==> src/rtl/ffha_pkg.sv <==
// ============================================================================
// ffha_pkg
// Shared types and codes for the first-fit heap allocator: transaction
// payloads, operation and status codes, sequencer states, table entry layout.
// ============================================================================
package ffha_pkg;

    // Fixed field widths
    localparam int ADDR_W  = 16;
    localparam int SIZE_W  = 16;
    localparam int LIMIT_W = 17;
    localparam int PROD_W  = 32;

    // Operation codes
    typedef enum logic [1:0] {
        FUNC_ALLOC   = 2'd0,
        FUNC_FREE    = 2'd1,
        FUNC_REALLOC = 2'd2,
        FUNC_CALLOC  = 2'd3
    } func_t;

    // Result status codes
    typedef enum logic [2:0] {
        STAT_OK         = 3'd0,
        STAT_NULL       = 3'd1,
        STAT_HEAP_FULL  = 3'd2,
        STAT_TABLE_FULL = 3'd3,
        STAT_UNKNOWN    = 3'd4,
        STAT_OVERFLOW   = 3'd5
    } status_t;

    // Sequencer states
    typedef enum logic [2:0] {
        S_IDLE,
        S_MUL,
        S_PREP,
        S_SCAN,
        S_FREE_OLD,
        S_RESP
    } state_t;

    // Configuration register byte addresses
    localparam logic [2:0] REG_HEAP_LIMIT = 3'd0;

    // Request transaction
    typedef struct packed {
        func_t              func;
        logic [SIZE_W-1:0]  size;
        logic [SIZE_W-1:0]  count;
        logic [ADDR_W-1:0]  address;
    } req_t;

    // Response transaction
    typedef struct packed {
        logic [ADDR_W-1:0]  result_address;
        status_t            status;
        logic               trimmed;
    } rsp_t;

    // One block table entry
    typedef struct packed {
        logic [ADDR_W-1:0]  offset;
        logic [SIZE_W-1:0]  size;
        logic               free;
    } entry_t;

endpackage

==> src/rtl/first_fit_heap_allocator_unit.sv <==
// ============================================================================
// first_fit_heap_allocator_unit
// First-fit heap allocator over a block table held in a single-port memory,
// walked one entry per cycle by a small sequencer.
// ============================================================================
//
// Usage:
//   req channel (req_valid/req_stall/req) carries one operation per
//   transaction: alloc, free, realloc or calloc. rsp channel
//   (rsp_valid/rsp_stall/rsp) returns exactly one result per request.
//   req_stall is high while an operation is in progress; one operation is
//   worked at a time.
//   Each request passes a setup state (calloc the multiplier state first),
//   then the table walk unless setup settles the result; the walk reads one
//   table entry at a time (up to entry count plus one), limited by the single
//   memory read port. Realloc that moves a block walks the table twice, then
//   frees the old block. The result state loads the output register.
//   The output register lets the next request be accepted while a result
//   waits; if rsp_stall holds, the finished result waits in the sequencer.
//   Reset empties the heap (entry count and heap top zero), sets heap_limit
//   to 65536; table contents need no clearing.
//   The user must write heap_limit over the APB port at byte address 0 only
//   while idle; the block itself does not enforce this.
//
module first_fit_heap_allocator_unit #(
    parameter int MAX_BLOCKS   = 64,
    parameter int HEAP_BYTES   = 65536,
    parameter int HEADER_BYTES = 16
) (
    input  logic                  clk,
    input  logic                  rst_n,
    // request channel
    input  logic                  req_valid,
    output logic                  req_stall,
    input  ffha_pkg::req_t        req,
    // response channel
    output logic                  rsp_valid,
    input  logic                  rsp_stall,
    output ffha_pkg::rsp_t        rsp,
    // configuration port
    input  logic                  psel,
    input  logic                  penable,
    input  logic                  pwrite,
    input  logic [2:0]            paddr,
    input  logic [31:0]           pwdata,
    output logic [31:0]           prdata,
    output logic                  pready
);
    import ffha_pkg::*;

    localparam int IDX_W   = (MAX_BLOCKS > 1) ? $clog2(MAX_BLOCKS) : 1;
    localparam int CNT_W   = $clog2(MAX_BLOCKS + 1);
    localparam int LIM_CAP = (HEAP_BYTES < 65536) ? HEAP_BYTES : 65536;

    localparam logic [CNT_W-1:0]   MAX_CNT = CNT_W'(MAX_BLOCKS);
    localparam logic [LIMIT_W-1:0] CAP17   = LIMIT_W'(LIM_CAP);
    localparam logic [ADDR_W-1:0]  HDR16   = ADDR_W'(HEADER_BYTES);
    localparam logic [LIMIT_W-1:0] HDR17   = LIMIT_W'(HEADER_BYTES);
    localparam logic [LIMIT_W:0]   HDR18   = (LIMIT_W + 1)'(HEADER_BYTES);

    // Control state
    state_t               state_reg, state_next;
    logic [CNT_W-1:0]     count_reg, count_next;
    logic [LIMIT_W-1:0]   heap_top_reg, heap_top_next;
    logic [LIMIT_W-1:0]   heap_limit_reg, heap_limit_next;
    logic                 rsp_valid_reg, rsp_valid_next;

    // Working registers
    req_t                 op_reg, op_next;
    logic [PROD_W-1:0]    prod_reg, prod_next;
    logic [SIZE_W-1:0]    req_size_reg, req_size_next;
    logic [LIMIT_W:0]     top_new_reg, top_new_next;
    logic [LIMIT_W-1:0]   lim_reg, lim_next;
    logic [CNT_W-1:0]     scan_idx_reg, scan_idx_next;
    logic                 scan_find_reg, scan_find_next;
    logic                 pend_free_reg, pend_free_next;
    logic [CNT_W-1:0]     old_idx_reg, old_idx_next;
    entry_t               old_entry_reg, old_entry_next;
    logic [ADDR_W-1:0]    res_addr_reg, res_addr_next;
    status_t              res_status_reg, res_status_next;
    logic                 res_trim_reg, res_trim_next;
    rsp_t                 rsp_reg, rsp_next;

    // Block table memory
    entry_t               table_mem [MAX_BLOCKS];
    entry_t               rd_data_reg;
    logic [IDX_W-1:0]     rd_addr;
    logic                 mem_we;
    logic [IDX_W-1:0]     mem_wa;
    entry_t               mem_wd;

    // Shared free-block unit signals
    logic [CNT_W-1:0]     trim_idx;
    entry_t               trim_entry;
    logic [LIMIT_W:0]     trim_diff;
    logic                 trim_last;

    // Scan helpers
    logic [CNT_W-1:0]     scan_inc;
    logic                 hit_find;
    logic                 hit_alloc;
    logic [SIZE_W-1:0]    alloc_size;

    // ------------------------------------------------------------------
    // Configuration port
    // ------------------------------------------------------------------
    assign pready = 1'b1;
    assign prdata = (paddr[2] == REG_HEAP_LIMIT[2]) ? 32'(heap_limit_reg) : 32'd0;

    always_comb
    begin
        heap_limit_next = heap_limit_reg;
        if (psel && penable && pwrite && (paddr[2] == REG_HEAP_LIMIT[2]))
        begin
            heap_limit_next = pwdata[LIMIT_W-1:0];
        end
    end

    // ------------------------------------------------------------------
    // Handshake outputs
    // ------------------------------------------------------------------
    assign req_stall = (state_reg != S_IDLE);
    assign rsp_valid = rsp_valid_reg;
    assign rsp       = rsp_reg;

    // ------------------------------------------------------------------
    // Shared free unit: operates on the found entry or on the old block
    // ------------------------------------------------------------------
    assign trim_idx   = (state_reg == S_FREE_OLD) ? old_idx_reg : scan_idx_reg;
    assign trim_entry = (state_reg == S_FREE_OLD) ? old_entry_reg : rd_data_reg;
    assign trim_last  = ((trim_idx + CNT_W'(1)) == count_reg);
    assign trim_diff  = {1'b0, heap_top_reg} - HDR18 - (LIMIT_W + 1)'(trim_entry.size);

    // Scan compare
    assign scan_inc  = scan_idx_reg + CNT_W'(1);
    assign hit_find  = (({1'b0, rd_data_reg.offset} + HDR17) == {1'b0, op_reg.address});
    assign hit_alloc = rd_data_reg.free && (rd_data_reg.size >= req_size_reg);
    assign alloc_size = (op_reg.func == FUNC_CALLOC) ? prod_reg[SIZE_W-1:0] : op_reg.size;

    // ------------------------------------------------------------------
    // Sequencer: next state and datapath control
    // ------------------------------------------------------------------
    always_comb
    begin
        state_next      = state_reg;
        count_next      = count_reg;
        heap_top_next   = heap_top_reg;
        rsp_valid_next  = rsp_valid_reg && rsp_stall;
        op_next         = op_reg;
        prod_next       = prod_reg;
        req_size_next   = req_size_reg;
        top_new_next    = top_new_reg;
        lim_next        = lim_reg;
        scan_idx_next   = scan_idx_reg;
        scan_find_next  = scan_find_reg;
        pend_free_next  = pend_free_reg;
        old_idx_next    = old_idx_reg;
        old_entry_next  = old_entry_reg;
        res_addr_next   = res_addr_reg;
        res_status_next = res_status_reg;
        res_trim_next   = res_trim_reg;
        rsp_next        = rsp_reg;
        rd_addr         = '0;
        mem_we          = 1'b0;
        mem_wa          = trim_idx[IDX_W-1:0];
        mem_wd          = '{offset: trim_entry.offset, size: trim_entry.size, free: 1'b1};

        unique case (state_reg)
            S_IDLE:
            begin
                if (req_valid)
                begin
                    op_next    = req;
                    state_next = (req.func == FUNC_CALLOC) ? S_MUL : S_PREP;
                end
            end

            // calloc element product
            S_MUL:
            begin
                prod_next  = PROD_W'(op_reg.count) * PROD_W'(op_reg.size);
                state_next = S_PREP;
            end

            // classify request, precompute append top, start the walk at entry 0
            S_PREP:
            begin
                res_addr_next   = '0;
                res_status_next = STAT_OK;
                res_trim_next   = 1'b0;
                pend_free_next  = 1'b0;
                scan_idx_next   = '0;
                scan_find_next  = 1'b0;
                req_size_next   = alloc_size;
                top_new_next    = {1'b0, heap_top_reg} + HDR18 + (LIMIT_W + 1)'(alloc_size);
                lim_next        = (heap_limit_reg < CAP17) ? heap_limit_reg : CAP17;
                state_next      = S_SCAN;
                unique case (op_reg.func)
                    FUNC_ALLOC:
                    begin
                        if (op_reg.size == '0)
                        begin
                            res_status_next = STAT_NULL;
                            state_next      = S_RESP;
                        end
                    end
                    FUNC_FREE:
                    begin
                        if (op_reg.address == '0)
                        begin
                            res_status_next = STAT_NULL;
                            state_next      = S_RESP;
                        end
                        else
                        begin
                            scan_find_next = 1'b1;
                        end
                    end
                    FUNC_REALLOC:
                    begin
                        if (op_reg.size == '0)
                        begin
                            res_status_next = STAT_NULL;
                            state_next      = S_RESP;
                        end
                        else if (op_reg.address != '0)
                        begin
                            scan_find_next = 1'b1;
                        end
                    end
                    FUNC_CALLOC:
                    begin
                        if ((op_reg.count == '0) || (op_reg.size == '0))
                        begin
                            res_status_next = STAT_NULL;
                            state_next      = S_RESP;
                        end
                        else if (prod_reg[PROD_W-1:SIZE_W] != '0)
                        begin
                            res_status_next = STAT_OVERFLOW;
                            state_next      = S_RESP;
                        end
                    end
                    default:
                    begin
                        state_next = S_RESP;
                    end
                endcase
            end

            // table walk: rd_data_reg holds entry scan_idx_reg
            S_SCAN:
            begin
                priority if (scan_idx_reg >= count_reg)
                begin
                    priority if (scan_find_reg)
                    begin
                        res_status_next = STAT_UNKNOWN;
                        state_next      = S_RESP;
                    end
                    else if (count_reg >= MAX_CNT)
                    begin
                        res_status_next = STAT_TABLE_FULL;
                        state_next      = S_RESP;
                    end
                    else if (top_new_reg > {1'b0, lim_reg})
                    begin
                        res_status_next = STAT_HEAP_FULL;
                        state_next      = S_RESP;
                    end
                    else
                    begin
                        // append a new block at the heap top
                        mem_we          = 1'b1;
                        mem_wa          = count_reg[IDX_W-1:0];
                        mem_wd          = '{offset: heap_top_reg[ADDR_W-1:0],
                                            size: req_size_reg, free: 1'b0};
                        count_next      = scan_inc;
                        heap_top_next   = top_new_reg[LIMIT_W-1:0];
                        res_addr_next   = heap_top_reg[ADDR_W-1:0] + HDR16;
                        res_status_next = STAT_OK;
                        state_next      = pend_free_reg ? S_FREE_OLD : S_RESP;
                    end
                end
                else if (scan_find_reg && hit_find)
                begin
                    if (op_reg.func == FUNC_FREE)
                    begin
                        if (trim_last)
                        begin
                            heap_top_next = trim_diff[LIMIT_W] ? '0 : trim_diff[LIMIT_W-1:0];
                            count_next    = trim_idx;
                            res_trim_next = 1'b1;
                        end
                        else
                        begin
                            mem_we = 1'b1;
                        end
                        state_next = S_RESP;
                    end
                    else if (rd_data_reg.size >= req_size_reg)
                    begin
                        // realloc in place
                        res_addr_next = op_reg.address;
                        state_next    = S_RESP;
                    end
                    else
                    begin
                        // realloc must move: remember old block, rescan for a fit
                        old_entry_next = rd_data_reg;
                        old_idx_next   = scan_idx_reg;
                        pend_free_next = 1'b1;
                        scan_find_next = 1'b0;
                        scan_idx_next  = '0;
                        rd_addr        = '0;
                    end
                end
                else if (!scan_find_reg && hit_alloc)
                begin
                    // reuse first free block that fits
                    mem_we          = 1'b1;
                    mem_wa          = scan_idx_reg[IDX_W-1:0];
                    mem_wd          = '{offset: rd_data_reg.offset,
                                        size: rd_data_reg.size, free: 1'b0};
                    res_addr_next   = rd_data_reg.offset + HDR16;
                    res_status_next = STAT_OK;
                    state_next      = pend_free_reg ? S_FREE_OLD : S_RESP;
                end
                else
                begin
                    scan_idx_next = scan_inc;
                    rd_addr       = scan_inc[IDX_W-1:0];
                end
            end

            // release the block a realloc moved away from
            S_FREE_OLD:
            begin
                if (trim_last)
                begin
                    heap_top_next = trim_diff[LIMIT_W] ? '0 : trim_diff[LIMIT_W-1:0];
                    count_next    = trim_idx;
                    res_trim_next = 1'b1;
                end
                else
                begin
                    mem_we = 1'b1;
                end
                state_next = S_RESP;
            end

            // hand result to the output register once it is free
            S_RESP:
            begin
                if (!rsp_valid_reg || !rsp_stall)
                begin
                    rsp_next       = '{result_address: res_addr_reg,
                                       status: res_status_reg, trimmed: res_trim_reg};
                    rsp_valid_next = 1'b1;
                    state_next     = S_IDLE;
                end
            end

            default:
            begin
                state_next = S_IDLE;
            end
        endcase
    end

    // ------------------------------------------------------------------
    // Control registers
    // ------------------------------------------------------------------
    always_ff @(posedge clk or negedge rst_n)
    begin
        if (!rst_n)
        begin
            state_reg      <= S_IDLE;
            count_reg      <= '0;
            heap_top_reg   <= '0;
            heap_limit_reg <= LIMIT_W'(65536);
            rsp_valid_reg  <= 1'b0;
        end
        else
        begin
            state_reg      <= state_next;
            count_reg      <= count_next;
            heap_top_reg   <= heap_top_next;
            heap_limit_reg <= heap_limit_next;
            rsp_valid_reg  <= rsp_valid_next;
        end
    end

    // ------------------------------------------------------------------
    // Payload and working registers
    // ------------------------------------------------------------------
    always_ff @(posedge clk)
    begin
        op_reg         <= op_next;
        prod_reg       <= prod_next;
        req_size_reg   <= req_size_next;
        top_new_reg    <= top_new_next;
        lim_reg        <= lim_next;
        scan_idx_reg   <= scan_idx_next;
        scan_find_reg  <= scan_find_next;
        pend_free_reg  <= pend_free_next;
        old_idx_reg    <= old_idx_next;
        old_entry_reg  <= old_entry_next;
        res_addr_reg   <= res_addr_next;
        res_status_reg <= res_status_next;
        res_trim_reg   <= res_trim_next;
        rsp_reg        <= rsp_next;
    end

    // ------------------------------------------------------------------
    // Block table: one write, one registered read per cycle
    // ------------------------------------------------------------------
    always_ff @(posedge clk)
    begin
        if (mem_we)
        begin
            table_mem[mem_wa] <= mem_wd;
        end
        rd_data_reg <= table_mem[rd_addr];
    end

    // ------------------------------------------------------------------
    // Assertions
    // ------------------------------------------------------------------
    a_count_bound: assert property (@(posedge clk) disable iff (!rst_n)
        count_reg <= MAX_CNT)
        else $error("entry count exceeds table depth");

    a_top_bound: assert property (@(posedge clk) disable iff (!rst_n)
        heap_top_reg <= CAP17)
        else $error("heap top beyond heap size");

    a_rsp_from_seq: assert property (@(posedge clk) disable iff (!rst_n)
        $rose(rsp_valid_reg) |-> $past(state_reg == S_RESP))
        else $error("response loaded outside result state");

    a_trim_ok: assert property (@(posedge clk) disable iff (!rst_n)
        (rsp_valid_reg && rsp_reg.trimmed) |-> (rsp_reg.status == STAT_OK))
        else $error("trimmed flagged on a failed transaction");

endmodule

==> config.mk <==
export PLATFORM = sky130hd
export DESIGN_NAME = first_fit_heap_allocator_unit
export DESIGN_NICKNAME = d
export VERILOG_FILES = /design/src/rtl/ffha_pkg.sv /design/src/rtl/first_fit_heap_allocator_unit.sv
export SDC_FILE = /design/constraint.sdc
export NUM_CORES = 2
export LEC_CHECK = 0
export ABC_CLOCK_PERIOD_IN_PS = 7700
export BUFFER_PORTS_ARGS = -buffer_cell sky130_fd_sc_hd__buf_2
export CAP_MARGIN = 25
export CORE_MARGIN = 4
export CORE_UTILIZATION = 57
export CTS_BUF_LIST = sky130_fd_sc_hd__clkbuf_16
export CTS_CLUSTER_SIZE = 40
export DETAILED_ROUTE_END_ITERATION = 16
export GPL_ROUTABILITY_DRIVEN = 0
export GPL_TIMING_DRIVEN = 1
export PLACE_DENSITY = 0.76
export SLEW_MARGIN = 20
export SYNTH_ARGS = -nofsm -noshare
export SYNTH_HDL_FRONTEND = slang
export SYNTH_SLANG_ARGS = --single-unit
==> constraint.sdc <==
create_clock -name clk -period 7.7 [get_ports clk]
set_clock_uncertainty 0.2 [all_clocks]
set_input_delay 0.77 -clock clk [delete_from_list [all_inputs] [get_ports clk]]
set_output_delay 0.77 -clock clk [all_outputs]
set_load 0.02 [all_outputs]
== Yosys cells after proc, flatten, opt, wreduce, memory -nomap -nowiden ==
Memory sizes are Yosys's and may differ from the RTL's. A register that Yosys moved wholly into a read port is not among the register bits.
Cells that the tools add are included.

* Flip-flop bits (word level): 267
* Latch bits: 0
* Memory bits (writable): 2112
* Memory bits (read-only): 0
* Input bits: 92
* Output and inout bits: 55
* Logic and storage cells: 228
* Memories kept: 1

* Add/sub/neg operators: 9
* Multipliers: 1
* Divide/modulo/power cells: 0
* Order comparisons: 5
* Eq/ne operators: 32
* Shift-type cells: 0
* Mux-type cells: 116
* Bitwise gates (word level): 4
* Reduce and logical (&&, ||, !) cells: 34

{| class="wikitable"
|+ Memories
! name !! depth !! bits a word !! rd ports !! clocked after Yosys merged registers in !! write ports !! RTL line !! source
|-
| table_mem || 64 || 33 || 1 || 1 || 1 || first_fit_heap_allocator_unit.sv:85 || <nowiki>entry_t table_mem [MAX_BLOCKS];</nowiki>
|}

{| class="wikitable"
|+ Operator list
! cell !! count
|-
| $mux W33 || 8
|-
| $mux W17 || 9
|-
| $mux W16 || 9
|-
| $mux W7 || 13
|-
| $mux W6 || 11
|-
| $mux W3 || 17
|-
| $logic_not A16 Y1 || 3
|-
| $pmux W17 S2 || 1
|-
| $mux W1 || 33
|-
| $add A16 B5 Y16 const B || 2
|-
| $mul A16 B16 Y32 || 1
|-
| $pmux W16 S2 || 1
|-
| $reduce_bool A16 Y1 || 2
|-
| $ne A3 B3 Y1 const B || 10
|-
| $pmux W7 S2 || 2
|-
| $add A17 B5 Y18 const B || 1
|-
| $add A18 B16 Y18 || 1
|-
| $gt A18 B17 Y1 || 1
|-
| $pmux W3 S3 || 2
|-
| $pmux W3 S6 || 1
|-
| $sub A17 B5 Y18 const B || 1
|-
| $sub A18 B16 Y18 || 1
|-
| $add A16 B5 Y17 const B || 1
|-
| $eq A17 B16 Y1 || 1
|-
| 33 further kinds || 69
|}

== Longest topological paths before layout ==
* Depth in word-level cells: 11
* Gate-level depth with buffers: 25
* Mapped depth without buffers: 23

== Least setup slack after synthesis ==
OpenSTA, ideal clock, no wires.

* Kind: register to register
* Start: register scan_idx_reg[0]
* End: register state_reg[0]
* Library setup time: 118 ps
* Arrival: 6899 ps
* Required time: 7382 ps
* Path slack: 483 ps
* Stages on the path, launching flop included: 14
* Buffers on the path: 3
* Clock period less this slack: 7217 ps
* Path through: edfxtp_1 clkbuf_1 inv_2 clkbuf_1 ha_1 nand2b_1 a211oi_1 o21a_1 o21ai_0 clkbuf_1 nor4b_1 or3_1 a311oi_1 a21o_1

* Longest elaborated chain between the ends: 3
* Elaborated cells on any way between the ends: 6
* Classes of those cells: order compare (1); eq/ne (2); mux (2); reduce/logical (1)

{| class="wikitable"
|+ Ends and longest elaborated chain
! element !! RTL line !! source
|-
| from (decl) || first_fit_heap_allocator_unit.sv:74 || <nowiki>logic [CNT_W-1:0] scan_idx_reg, scan_idx_next;</nowiki>
|-
| from (signal assigned) || first_fit_heap_allocator_unit.sv:404 || <nowiki>scan_idx_reg <= scan_idx_next;</nowiki>
|-
| $ge A7 B7 Y1 * || first_fit_heap_allocator_unit.sv:254 || <nowiki>priority if (scan_idx_reg >= count_reg)</nowiki>
|-
| $ne A5 B5 Y1 (no source line) (tied with other cells) || n/a ||
|-
| $reduce_and A4 Y1 (no source line) or $pmux W3 S6 (tied branches) || n/a ||
|-
| to (signal assigned) || first_fit_heap_allocator_unit.sv:386 || <nowiki>state_reg <= state_next;</nowiki>
|-
| to (decl) || first_fit_heap_allocator_unit.sv:62 || <nowiki>state_t state_reg, state_next;</nowiki>
|}

Mark *: on every way between the ends. The rest lies on a longest branch, timed or not.
A chain may end at the register's enable or synchronous reset.

== Worst setup path after layout ==
* Start: register op_reg[21] (netlist name)
* End: register prod_reg[28] (data pin)

* Longest elaborated chain between the ends: 1

{| class="wikitable"
|+ Ends and longest elaborated chain
! element !! RTL line !! source
|-
| from (decl) || first_fit_heap_allocator_unit.sv:69 || <nowiki>req_t op_reg, op_next;</nowiki>
|-
| from (signal assigned) || first_fit_heap_allocator_unit.sv:399 || <nowiki>op_reg <= op_next;</nowiki>
|-
| $mul A16 B16 Y32 || first_fit_heap_allocator_unit.sv:181 || <nowiki>prod_next = PROD_W'(op_reg.count) * PROD_W'(op_reg.size);</nowiki>
|-
| to (signal assigned) || first_fit_heap_allocator_unit.sv:400 || <nowiki>prod_reg <= prod_next;</nowiki>
|-
| to (decl) || first_fit_heap_allocator_unit.sv:70 || <nowiki>logic [PROD_W-1:0] prod_reg, prod_next;</nowiki>
|}

Every way passes these cells.

==> out/metrics.cfg <==
[setup_path]
reg2reg_slack_ns = 0.46
path_cells = and2_1 > fa_1 > inv_1 > fa_1 > fa_1 > fa_1 > inv_1 > fa_1 > inv_1 > fa_1 > inv_1 > ha_1 > and3_1 > a21oi_1 > o31ai_1 > o21a_1 > a211oi_1 > o31ai_1 > a221oi_1 > o21bai_1 > a21oi_1 > xnor2_1
worstReg2RegStart = op_reg[21]
startpoint = op_reg[21]
timing.rr.end = prod_reg[28]
worstPathArrival_ns = 7.62
crit_path_end_kind = flop
required_ns = 8.08
critical_path.slowest_cell = edfxtp_1
path_class = reg -> reg
max_stage_delay_ns = 0.68
r2r_cells = 22
cpMostUsedCell = fa_1
crit_path_start_kind = flop
crit_fanout = 17

[layout]
drive_above_1_share = 0.126
fin_cells = 10769
fin_area_um2 = 120000
area_growth_pct = 12.6
largest_reg_flops = 2112
nets = 8580

[pwr]
p_leak_nw = 42.7
seq_power_share = 0.345
clkPwrFrac = 0.195
power-per-cell-area_nw_per_um2 = 477
p_sw_mw = 22.9
finalPower_mw = 57.4
p_int_mw = 34.5
power_frac_comb = 0.461
swShare = 0.399
max-vdd-ir-drop_mv = 0.816

[min_path]
worstHoldPathCells = 0
hold_class = reg -> reg
worstHoldStart = res_addr_reg[11]
hold_end = rsp[15]

[grt]
grt_usage = 0.314
grt_pass1_wl_mm = 449
overflow = 0
grt_pass1_vias = 69074
antenna_found_initial = 24
grt_max_degree = 109

[clocking]
h-tree-depth = 4
cts_root_buffer = clkbuf_16
clock_latency_ns = 0.91
cts_sinks = 2411
cts_tree = built
cts_buffers = 229
path_clk_slew_ns = 0.06
cts_buffer_depth = 3

[synthesis]
synth_area_leaders = edfxtp_1 66%, nand2_1 5.0%, fa_1 3.7%
ys.flop_type = edfxtp_1
syn_inst = 7786
netlist.area_leader.share = 0.657
yosys.area.top_type = edfxtp_1
syn_area_per_cell_um2 = 13.7
synth-seq-cells = 2411
syn_area_um2 = 107000
synth_async_sr_flop_share = 0.0187
ys_warn_count = 0
synth-edff-count = 2333
ys_types = 88
synth.yosys.seq_area_share = 0.673

[drt]
finalWirelength_mm = 308
dr.pass1.iters = 8
drtAntennaViolNets = 0
routedWlPerCell_um = 28.6
drc = 0
vias = 70035
drt_iter0_drc = 10562
routed_via_density = 6.50

[die]
rows = 158
die_w_um = 441
ios = 147
die_area_um2 = 194000
floorplan.initialDensity = 0.574
coreArea_um2 = 186000
die_y_um = 441

[placement]
placed_cells = 10245
hpwl_mm = 186
preCtsSetupSlack_ns = 0.435
place_area_um2 = 112000
io_buffers = 113

[sta]
setup_violations = 0
clock.fmax_mhz = 138
period_minus_slack_ns = 7.24
slew_headroom = 0.231
final_hold_viol_count = 0
fin_tns_setup_ns = 0
setup_ws_ns = 0.464
fin_crit_sh = 0.940
worst_pin_slew_ns = 1.15
drv_slew = 0
rsz0062_at_grt = false

[flow_run]
drv_cap = 0

[status]
outcome = finished, final reports clean

[metal layers]
| metal | up-vias | track usage | part of all wire |
|---|---|---|---|
| li1 | 29343 | - | - |
| met1 | 34180 | 0.412 | 0.34 |
| met2 | 5436 | 0.482 | 0.45 |
| met3 | 1062 | 0.0872 | 0.14 |
| met4 | 14 | 0.169 | 0.064 |
| met5 | - | 0 | 0.00087 |
[kinds of logic after synthesis]
kind of cell / after synthesis / synth area share
AND/OR/NAND/NOR: 2593 / 0.107
flip-flops: 2411 / 0.673
AO/OA/AOI/OAI: 1038 / 0.0652
buffers and inverters: 787 / 0.0327
multiplexers: 444 / 0.0509
adder cells (fa/ha/maj): 412 / 0.0621
XOR/XNOR: 99 / 0.00826
other: 2 / 0.0000704
[metrics by stage]
| step | hold slack, ns | util |
|---|---|---|
| 2_1_floorplan | 0.200 | - |
| 3_3_place_gp | 0.207 | 0.600 |
| 3_5_place_dp | 0.205 | 0.601 |
| 4_1_cts | 0.217 | 0.646 |
| 5_1_grt | 0.220 | 0.646 |
| 6_report | 0.214 | 0.646 |
[what timing repair did]
action / in CTS / in global routing
hold endpoints to repair: 112 / 0
setup endpoints to repair: 0 / 1
gates resized for setup: 0 / 0
hold buffers: 69 / 0
setup buffers: 0 / 6
[synth_stat cells (121+ instances only)]
| cell | n |
|---|---|
| fa_1 | 196 |
| nand3_1 | 485 |
| nor2_1 | 283 |
| ha_1 | 216 |
| inv_1 | 349 |
| clkbuf_1 | 203 |
| a21oi_1 | 271 |
| edfxtp_1 | 2333 |
| mux2i_1 | 311 |
| nand2_1 | 1413 |
| buf_2 | 136 |
| and2_1 | 121 |
[critical path, delay by kind of cell (launching register included)]
family | cells | cell delay (ns)
AOI/OAI and AO/OA | 8 | 1.95
xor gates and xnor gates | 1 | 0.08
adders and majority gates | 7 | 3.35
buffers and inverters | 4 | 0.19
DFF | 1 | 0.68
and+or+nand+nor | 2 | 0.49
[placed cells by master (no fill, tap or decap), types with 69 or more instances in the layout]
cell type / n
a21oi_1: 270
a31oi_1: 117
a32oi_1: 72
and2_1: 121
buf_2: 115
buf_4: 254
clkbuf_16: 235
dlygate4sd3_1: 69
edfxtp_1: 2333
fa_1: 196
ha_1: 215
inv_1: 396
mux2i_1: 311
mux4_2: 73
nand2_1: 1407
nand3_1: 483
nor2_1: 214
nor2_4: 69
o21ai_0: 90
o22ai_1: 84
[power by group through the flow]
| stage | Combinational [mW] | Sequential, mW | Clock, mW |
|---|---|---|---|
| global placement | 24.9 | 20.0 | 0 |
| detailed placement | 25.7 | 20.0 | 0 |
| finish | 26.4 | 19.8 | 11.2 |
| global route | 28.9 | 19.8 | 11.8 |
| floorplan | 17.7 | 19.8 | 0 |
| CTS | 26.0 | 19.7 | 11.2 |
[worst max-delay path by stage]
stage	to	slack (ns)	cells past startpoint
floorplan	state_reg[0]	0.48	13
global route	prod_reg[28]	0.10	21
finish	prod_reg[28]	0.46	22
global placement	prod_reg[28]	0.53	21
detailed placement	prod_reg[28]	0.43	21
CTS	prod_reg[28]	0.34	21
[cell type report]
| type | instances | area (um2) |
|---|---|---|
| multi-input cells | 4602 | 32200 |
| inverters | 351 | 1320 |
| flip-flops and latches | 2411 | 71800 |
| clock buffers | 235 | 5880 |
| well taps | 2480 | 3100 |
| clock inverters | 202 | 1670 |
| fillers | 12588 | 65700 |
| repair buffers | 481 | 4050 |
| diodes | 7 | 17.5 |
No activity file was read; power rests on OpenSTA's default activity.
